--- config.mk ---
export PLATFORM = sky130hd
export DESIGN_NAME = binary_to_decimal_ascii_core
export DESIGN_NICKNAME = d
export VERILOG_FILES = /design/src/b2da_pkg.sv /design/src/b2da_cell.sv /design/src/binary_to_decimal_ascii_core.sv
export SDC_FILE = /design/constraint.sdc
export NUM_CORES = 1
export LEC_CHECK = 0
export ABC_CLOCK_PERIOD_IN_PS = 3800
export BUFFER_PORTS_ARGS = -buffer_cell sky130_fd_sc_hd__buf_2
export CAP_MARGIN = 20
export CORE_MARGIN = 10
export CORE_UTILIZATION = 55
export DETAILED_ROUTE_END_ITERATION = 12
export HOLD_SLACK_MARGIN = 0.08
export PLACE_DENSITY = 0.77
export REMOVE_ABC_BUFFERS = 1
export SLEW_MARGIN = 20
export SYNTH_ARGS = -nofsm -noshare
export SYNTH_HDL_FRONTEND = slang
export SYNTH_SLANG_ARGS = --single-unit
--- constraint.sdc ---
create_clock -name clk -period 3.8 [get_ports clk]
set_input_delay 0.19 -clock clk [delete_from_list [all_inputs] [get_ports clk]]
set_output_delay 0.19 -clock clk [all_outputs]
set_load 0.03 [all_outputs]
--- src/b2da_pkg.sv ---
// Shared constants and types for the binary to decimal ASCII converter.
package b2da_pkg;

  // Default number of binary bits converted per value
  localparam int VALUE_WIDTH_DEF = 32;

  // Width of one BCD digit held by a cell
  localparam int BCD_W = 4;

  // Output character width and the code of '0'
  localparam int CHAR_W = 6;
  localparam logic [CHAR_W-1:0] ASCII_ZERO = 6'd48;

  // Digit threshold for the add-3 correction of shift-and-add-3 conversion
  localparam logic [BCD_W-1:0] DABBLE_LIMIT = 4'd5;
  localparam logic [BCD_W-1:0] DABBLE_ADD   = 4'd3;

  // Per-cycle command broadcast along the row of digit cells
  typedef struct packed {
    logic clear;  // zero the digit ahead of a new value
    logic conv;   // correct and shift one binary bit in
    logic emit;   // move digits one place towards the top
  } cell_ctrl_t;

endpackage

--- src/b2da_cell.sv ---
// One BCD digit cell of the shift-and-add-3 conversion row.
module b2da_cell
  import b2da_pkg::*;
(
  input  logic             clk,
  input  cell_ctrl_t       ctrl,
  input  logic             bit_in,    // carry from the lower cell, or value MSB
  input  logic [BCD_W-1:0] digit_in,  // digit of the lower cell during output
  output logic             carry_out,
  output logic [BCD_W-1:0] digit
);

  logic [BCD_W-1:0] adj;

  // Add 3 when the digit is 5 or more so the shift lands in range
  assign adj       = (digit >= DABBLE_LIMIT) ? digit + DABBLE_ADD : digit;
  assign carry_out = adj[BCD_W-1];

  // Digit register
  always_ff @(posedge clk) begin
    if (ctrl.clear) begin
      digit <= '0;
    end else if (ctrl.conv) begin
      digit <= {adj[BCD_W-2:0], bit_in};
    end else if (ctrl.emit) begin
      digit <= digit_in;
    end
  end

endmodule

--- src/binary_to_decimal_ascii_core.sv ---
// Top level of the binary to decimal ASCII converter.
//
// Each value on the slave stream is converted to decimal and sent out as ASCII
// digits, most significant first, with no leading zeros; zero gives a single
// '0'. tlast marks the final digit. Conversion runs through a row of BCD digit
// cells, one per decimal digit (NDIG, 10 at the default width), and shifts in
// one binary bit per cycle, VALUE_WIDTH bits in all (32 by default). The digits
// then move up the row one place per cycle while leading zeros are dropped, and
// one place per transaction while characters are sent. One value is buffered
// at the input, so the next value is taken while characters are still being
// sent.
module binary_to_decimal_ascii_core
  import b2da_pkg::*;
#(
  parameter int VALUE_WIDTH = VALUE_WIDTH_DEF,
  localparam int TDATA_W = ((VALUE_WIDTH + 7) / 8) * 8
) (
  input  logic               clk,
  input  logic               rst,
  input  logic               s_tvalid,
  output logic               s_tready,
  input  logic [TDATA_W-1:0] s_tdata,   // [VALUE_WIDTH-1:0] value, rest zero
  output logic               m_tvalid,
  input  logic               m_tready,
  output logic [7:0]         m_tdata,   // [5:0] digit_char, [7:6] zero
  output logic               m_tlast    // last digit of the number
);

  // Decimal digits needed for 2**VALUE_WIDTH - 1
  localparam int NDIG  = (VALUE_WIDTH * 30103) / 100000 + 1;
  localparam int CNT_W = $clog2(VALUE_WIDTH);
  localparam int REM_W = $clog2(NDIG + 1);

  typedef enum logic [1:0] {
    ST_IDLE,
    ST_CONV,
    ST_EMIT
  } state_t;

  state_t                 state;
  logic                   hold_valid;
  logic [VALUE_WIDTH-1:0] hold;
  logic [VALUE_WIDTH-1:0] sreg;
  logic [CNT_W-1:0]       cnt;
  logic [REM_W-1:0]       rem;
  logic                   lead;

  cell_ctrl_t             ctrl;
  logic [NDIG-1:0]        carry;
  logic [BCD_W-1:0]       digits [NDIG];
  logic [BCD_W-1:0]       top;
  logic                   last_digit;
  logic                   skip;
  logic                   out_hs;
  logic                   start;

  // Only zeros ahead of the first character sent are dropped
  assign top        = digits[NDIG-1];
  assign last_digit = (rem == REM_W'(1));
  assign skip       = (state == ST_EMIT) && lead && (top == '0) && !last_digit;
  assign start      = (state == ST_IDLE) && hold_valid;
  assign out_hs     = m_tvalid && m_tready;

  // Stream outputs
  assign s_tready = !hold_valid;
  assign m_tvalid = (state == ST_EMIT) && !skip;
  assign m_tdata  = {2'b00, ASCII_ZERO + CHAR_W'(top)};
  assign m_tlast  = last_digit;

  // Cell commands
  always_comb begin
    ctrl.clear = start;
    ctrl.conv  = (state == ST_CONV);
    ctrl.emit  = skip || (out_hs && !last_digit);
  end

  // Row of digit cells, least significant digit in cell 0
  for (genvar i = 0; i < NDIG; i++) begin : g_cell
    logic             bin;
    logic [BCD_W-1:0] din;
    if (i == 0) begin : g_first
      assign bin = sreg[VALUE_WIDTH-1];
      assign din = '0;
    end else begin : g_rest
      assign bin = carry[i-1];
      assign din = digits[i-1];
    end
    b2da_cell u_cell (
      .clk       (clk),
      .ctrl      (ctrl),
      .bit_in    (bin),
      .digit_in  (din),
      .carry_out (carry[i]),
      .digit     (digits[i])
    );
  end

  // Input buffer
  always_ff @(posedge clk) begin
    if (rst) begin
      hold_valid <= 1'b0;
    end else if (s_tvalid && s_tready) begin
      hold_valid <= 1'b1;
    end else if (start) begin
      hold_valid <= 1'b0;
    end
    if (s_tvalid && s_tready) begin
      hold <= s_tdata[VALUE_WIDTH-1:0];
    end
  end

  // Leading-zero flag: set for a new value, cleared by the first character
  always_ff @(posedge clk) begin
    if (rst) begin
      lead <= 1'b0;
    end else if (start) begin
      lead <= 1'b1;
    end else if (out_hs) begin
      lead <= 1'b0;
    end
  end

  // Sequencer: conversion count, output count and value shifter
  always_ff @(posedge clk) begin
    if (rst) begin
      state <= ST_IDLE;
      cnt   <= '0;
      rem   <= '0;
    end else begin
      case (state)
        ST_IDLE: begin
          if (hold_valid) begin
            state <= ST_CONV;
            cnt   <= CNT_W'(VALUE_WIDTH - 1);
          end
        end
        ST_CONV: begin
          if (cnt == '0) begin
            state <= ST_EMIT;
            rem   <= REM_W'(NDIG);
          end else begin
            cnt <= cnt - 1'b1;
          end
        end
        ST_EMIT: begin
          if (out_hs && last_digit) begin
            state <= ST_IDLE;
          end else if (ctrl.emit) begin
            rem <= rem - 1'b1;
          end
        end
        default: begin
          state <= ST_IDLE;
        end
      endcase
    end
    if (start) begin
      sreg <= hold;
    end else if (state == ST_CONV) begin
      sreg <= {sreg[VALUE_WIDTH-2:0], 1'b0};
    end
  end

  // The top cell has room for every value, so it never carries out
  a_no_overflow: assert property (@(posedge clk) disable iff (rst)
    (state == ST_CONV) |-> !carry[NDIG-1])
    else $error("top digit cell overflowed during conversion");

  // A character leaving is always a decimal digit
  a_digit_range: assert property (@(posedge clk) disable iff (rst)
    m_tvalid |-> (top <= 4'd9))
    else $error("digit out of decimal range");

  // The last character ends the number and frees the row
  a_last_ends: assert property (@(posedge clk) disable iff (rst)
    (out_hs && m_tlast) |=> (state == ST_IDLE))
    else $error("row not released after last character");

  // A buffered value starts conversion at once when the row is free
  a_start: assert property (@(posedge clk) disable iff (rst)
    start |=> ((state == ST_CONV) && !hold_valid || (state == ST_CONV) && $past(s_tvalid)))
    else $error("buffered value not started");

endmodule
Word level (Yosys, flattened, before mapping)
Index checks and enable logic that the tools add are counted.
Operators by class
  reductions and logical operators: 25
  add/sub/neg operators: 13
  multiplexer cells: 47
  magnitude comparators: 10
  eq/ne operators: 9
Operators by type and width (count)
  4-bit 2-to-1 mux: 32
  32-bit 2-to-1 mux: 2
  4-bit by 3-bit >= comparator with 1-bit output, second input constant: 10
  4-bit by 2-bit adder with 4-bit output, second input constant: 9
  2-bit nonzero test: 6
  5-bit 2-to-1 mux: 2
  5-bit one-hot mux with 2 select lines: 1
  1-bit logical AND: 9
  2-bit inequality test, second input constant: 4
  4-bit one-hot mux with 2 select lines: 1
  5-bit by 5-bit adder with 6-bit output, first input constant: 1
  2-bit 2-to-1 mux: 3
  2-bit one-hot mux with 3 select lines: 1
  3-bit AND reduction: 2
  5-bit logical NOT: 1
  5-bit by 1-bit subtractor with 5-bit output, second input constant: 1
  4-bit by 1-bit equality test with 1-bit output, second input constant: 1
  4-bit logical NOT: 1
  1-bit 2-to-1 mux: 4
  2-bit by 1-bit inequality test with 1-bit output, second input constant: 2
  4-bit AND reduction: 1
  4-bit by 1-bit subtractor with 4-bit output, second input constant: 1
  3-bit by 2-bit adder with 3-bit output, second input constant: 1
  1-bit logical NOT: 3
  other kinds (5): 5
Storage, ports and cells
  input bits: 36
  output and inout port bits: 11
  flip-flop bits (word level): 117
  word-level logic and storage cells: 121

Depth between registers and ports, before layout
  depth in word-level cells: 12
  depth in mapped cells: 8
  mapped depth without buffers: 6

Cells and area by module
A second synthesis with hierarchy kept.
Second synthesis, totals
  cells, all modules: 603
  area, all modules: 5856.9 um^2
By module, submodules not included
  binary_to_decimal_ascii_core: cells each 253, area each 3054.2 um^2, sequential area each 2182.1 um^2, instances 1
  b2da_cell: cells each 35, area each 280.3 um^2, sequential area each 80.1 um^2, instances 10

Worst setup path after synthesis
OpenSTA, ideal clock, no wires.
  path kind: register to register
  start: register hold_valid
  end: register sreg[0] (enable)
  path slack: 1.476 ns
  period minus slack after synthesis: 2.324 ns
  arrival: 1.934 ns
  setup time: 0.389 ns
  stages on the path, launching flop included: 6
  required time: 3.411 ns
  path buffers: 2
  path through: dfxtp_1 -> inv_1 -> or3_1 -> clkbuf_1 -> clkbuf_1 -> nand2_1
Between the ends
  longest elaborated chain between the ends: 2
Ends and longest elaborated chain
  start: declaration: line binary_to_decimal_ascii_core.sv:41  | logic hold_valid;
  start signal: assignment: line binary_to_decimal_ascii_core.sv:101  | hold_valid <= 1'b0;
  start signal: assignment: line binary_to_decimal_ascii_core.sv:103  | hold_valid <= 1'b1;
  start signal: assignment: line binary_to_decimal_ascii_core.sv:105  | hold_valid <= 1'b0;
  1-bit logical AND: line binary_to_decimal_ascii_core.sv:61  | assign start = (state == ST_IDLE) && hold_valid;
  2-bit nonzero test (no source line)
  end signal: assignment: line binary_to_decimal_ascii_core.sv:158  | sreg <= hold;
  end signal: assignment: line binary_to_decimal_ascii_core.sv:160  | sreg <= {sreg[VALUE_WIDTH-2:0], 1'b0};
  end: declaration: line binary_to_decimal_ascii_core.sv:43  | logic [VALUE_WIDTH-1:0] sreg;
No other way between the ends.
A chain may end at the register's enable or synchronous reset.

Worst setup path after layout
  start: register g_cell[9].u_cell.digit[0]
  end: register g_cell[4].u_cell.digit[1]
Between the ends
  longest elaborated chain between the ends: 9
Ends and longest elaborated chain
  start: declaration: line b2da_cell.sv:10  | output logic [BCD_W-1:0] digit
  start signal: assignment: line b2da_cell.sv:24  | digit <= {adj[BCD_W-2:0], bit_in};
  start signal: assignment: line b2da_cell.sv:26  | digit <= digit_in;
  4-bit logical NOT (*): line binary_to_decimal_ascii_core.sv:60  | assign skip = (state == ST_EMIT) && lead && (top == '0) && !last_digit;
  1-bit logical AND (*) (2 in a row): line binary_to_decimal_ascii_core.sv:60
  1-bit logical NOT: line binary_to_decimal_ascii_core.sv:66  | assign m_tvalid = (state == ST_EMIT) && !skip;
  1-bit logical AND: line binary_to_decimal_ascii_core.sv:66
  1-bit logical AND: line binary_to_decimal_ascii_core.sv:62  | assign out_hs = m_tvalid && m_tready;
  1-bit logical AND: line binary_to_decimal_ascii_core.sv:74  | ctrl.emit = skip || (out_hs && !last_digit);
  1-bit logical OR (*): line binary_to_decimal_ascii_core.sv:74
  2-bit nonzero test (no source line) (*)
  end signal: assignment: line b2da_cell.sv:24
  end signal: assignment: line b2da_cell.sv:26
  end: declaration: line b2da_cell.sv:10
Every way passes the cells marked *; elsewhere a longest branch is shown, timed or not.

==> flow_metrics.py <==
metrics = {
    "status": {
        "outcome": "complete, no violations",
    },
    "worst_setup_path": {
        "cp-start-kind": "register",
        "critical_path_class": "reg -> reg",
        "end_kind": "register",
        "critPathSlowestCell": "o211ai_4",
        "crit_path_start": "g_cell[9].u_cell.digit[0]",
        "r2r_start": "g_cell[9].u_cell.digit[0]",
        "critPathRequiredTime_ns": 4.19,
        "critPathMaxFanout": 27,
        "arrival_ns": 2.79,
        "regToRegSetupSlack_ns": 1.40,
        "max_stage_delay_ns": 0.65,
        "path_cells": "inv_1 > ha_1 > and4bb_2 > o211ai_4 > buf_4 > mux2i_1 > a211oi_1",
    },
    "yosys": {
        "avgSynthCellArea_um2": 9.77,
        "netlist_area_mm2": 0.00571,
        "synthCells": 584,
        "synthArstFlopShare_pct": 0,
        "yosysSeqAreaShare_pct": 52.3,
        "ys_ff_latch": 117,
        "synth-edff-count": 64,
        "yosysWarnings": 0,
        "ys.flop_type": "edfxtp_1",
        "synth.distinct_cells": 53,
    },
    "power": {
        "pwr-share-clk_pct": 31.1,
        "comb_power_share_pct": 29.2,
        "switching_power_mw": 1.75,
        "p_per_area_mw_per_mm2": 723,
        "leakagePower_nw": 2.92,
        "p_int_mw": 3.28,
        "irDropWorstVdd_uv": 359,
        "p_sw_share_pct": 34.8,
        "pwr-share-seq_pct": 39.7,
    },
    "cells_and_area": {
        "drive_gt1_share_pct": 13.6,
        "fin_nets": 718,
        "fill_cells": 751,
        "area_delta_synth_final_pct": 21.8,
        "fin_cells": 807,
        "final_util_pct": 67.9,
        "fin_area_mm2": 0.00695,
    },
    "timing": {
        "maxSlewHeadroom_pct": 31.7,
        "period_share_pct": 63.1,
        "fin_setup_tns_ns": 0,
        "fin_crit_ns": 2.40,
        "tightest_slew_ns": 1.02,
        "grt_setup_unrepaired": "false",
        "clock_skew_ns": 0.00926,
        "setup_violations": 0,
        "fmax_mhz": 417,
        "slew_viol_final": 0,
        "timing.final.ws_setup_ns": 1.40,
        "hold_viol": 0,
    },
    "cts": {
        "cts_buffers": 17,
        "path_clk_slew_ns": 0.06,
        "htreeDepth": 4,
        "clk_path_buf_depth": 2,
        "clk_latency_ns": 0.52,
        "tritoncts": "done",
        "cts.sinks": 117,
        "post_cts_buffers": 0,
        "root_buffer": "clkbuf_8",
    },
    "floorplanning": {
        "start_util_pct": 55.8,
        "core_mm2": 0.0102,
        "dieWidth_um": 122,
        "row_count": 37,
        "die_y_um": 122,
        "die-area_mm2": 0.0148,
        "io_pins": 47,
    },
    "placed_design": {
        "place_area_mm2": 0.00599,
        "place_hpwl_um": 7500,
        "preCtsSetupSlack_ns": 1.44,
        "place_congestion": 0.820,
        "io_buffers": 42,
        "dp.cells": 737,
    },
    "global_routing": {
        "track_usage_pct": 18.0,
        "grt_pass1_vias": 4582,
        "grt_overflow_total": 0,
        "grt_max_degree": 41,
        "met2_usage_pct": 29.3,
        "met3_usage_pct": 5.69,
        "busiest_layer": "met2",
        "grt_pass1_wl_um": 21800,
        "grtUsageMet1_pct": 22.0,
        "antenna_found_initial": 1,
    },
    "drt": {
        "detail_route.vias_per_cell": 5.55,
        "wl_per_cell_um": 15.7,
        "first_pass_iters": 7,
        "postRouteAntennaNets": 0,
        "first_iter_violations": 358,
        "num_vias": 4477,
        "finalWirelength_um": 12700,
        "drc": 0,
    },
    "worst_hold_path": {
        "hold_start": "s_tdata[20]",
        "hold_path_class": "in -> reg",
    },
    "flow_run": {
        "cap_violations": 0,
    },
}
## cells in the final DEF (no fill, tap or decap), types with 4 or more instances in the layout
master / instances
nor2_1: 31
mux2i_1: 19
buf_4: 10
conb_1: 4
nor3b_1: 13
a21oi_1: 20
nor4_1: 21
clkinv_4: 4
ha_1: 25
nand2b_1: 12
nor3_1: 30
dlygate4sd3_1: 37
xnor2_1: 10
buf_2: 42
a211oi_1: 27
nand3_1: 8
o21ai_0: 12
nand2_1: 126
inv_1: 28
dfxtp_1: 53
edfxtp_1: 64
a31oi_1: 4
clkbuf_16: 16
## cell usage after synthesis (all sizes together) (4+ instances only)
cell / number / area [µm²]
a211oi: 27 / 203
a21oi: 20 / 100
a31oi: 4 / 25.0
buf: 22 / 138
clkbuf: 15 / 56.3
dfxtp: 53 / 1060
edfxtp: 64 / 1920
ha: 25 / 313
inv: 28 / 105
mux2i: 19 / 190
nand2: 126 / 473
nand2b: 12 / 75.1
nand3: 8 / 40.0
nor2: 31 / 116
nor2b: 4 / 25.0
nor3: 31 / 155
nor3b: 13 / 97.6
nor4: 21 / 131
o21ai: 12 / 60.1
xnor2: 10 / 87.6
## power by group through the flow
stage	clock network (mW)	logic (mW)	registers, mW
floorplan	0	1.09	1.96
global placement	0	1.34	1.99
detailed placement	0	1.41	2.00
CTS	1.58	1.47	1.98
global route	1.66	1.67	2.04
finish	1.56	1.47	1.99
## metrics by stage
step | hold WS (ns) | power, mW
after floorplan | 0.259 | 3.05
after global placement | 0.367 | 3.33
after detailed placement | 0.368 | 3.42
after CTS | 0.349 | 5.03
after global routing | 0.368 | 5.36
final | 0.380 | 5.02
## layout make-up
cell class | instances | area (µm²) | area share, %
diodes | 1 | 2.50 | 0.0360
clock buffers | 17 | 414 | 5.96
clock inverters | 15 | 171 | 2.47
inverters | 28 | 105 | 1.51
multi-input cells | 404 | 2450 | 35.2
flip-flops and latches | 117 | 2980 | 42.9
well taps | 136 | 170 | 2.45
repair buffers | 89 | 656 | 9.44
## metal layers
| layer | vias up | share of wire (%) |
|---|---|---|
| li1 | 2213 | - |
| met1 | 2138 | 43 |
| met2 | 106 | 51 |
| met3 | 20 | 5.1 |
| met4 | 0 | 1.6 |
| met5 | - | 0 |
## registers in the layout, indices dropped and copies added (netlist names)
| signal | flops |
|---|---|
| g_cell.u_cell.digit | 40 |
| hold | 32 |
| sreg | 32 |
| cnt | 5 |
| rem | 4 |
| state | 2 |
| hold_valid | 1 |
| lead | 1 |
## logic make-up after synthesis
logic type      count (synthesis)  share of synthesized area [%]
compound gates                 88                           10.7
xor+xnor                       10                           1.54
fa+ha+maj                      25                           5.48
buf+inv                        65                           5.24
flops                         117                           52.3
mux                            20                           3.53
other cells                     2                          0.132
simple gates                  257                           21.1
## timing repair
action	in CTS	in global routing
hold buffers	37	0
endpoints found under the hold margin	44	0
resized for setup	0	0
## critical path, delay by kind of cell, from the launching register on
| family | cells | cell delay, ns |
|---|---|---|
| mux | 1 | 0.25 |
| fa+ha+maj | 1 | 0.20 |
| flops | 1 | 0.38 |
| simple gates | 1 | 0.26 |
| compound gates | 2 | 0.72 |
| buf+inv | 2 | 0.45 |
## worst paths after layout
path,endpoint,depth (start not counted)
setup / recovery,g_cell[4].u_cell.digit[1],7
hold / removal,hold[20],2
setup reg to reg,g_cell[4].u_cell.digit[1],7
hold reg to reg,rem[1],2
Note: power is estimated with default switching activity, not from simulation.
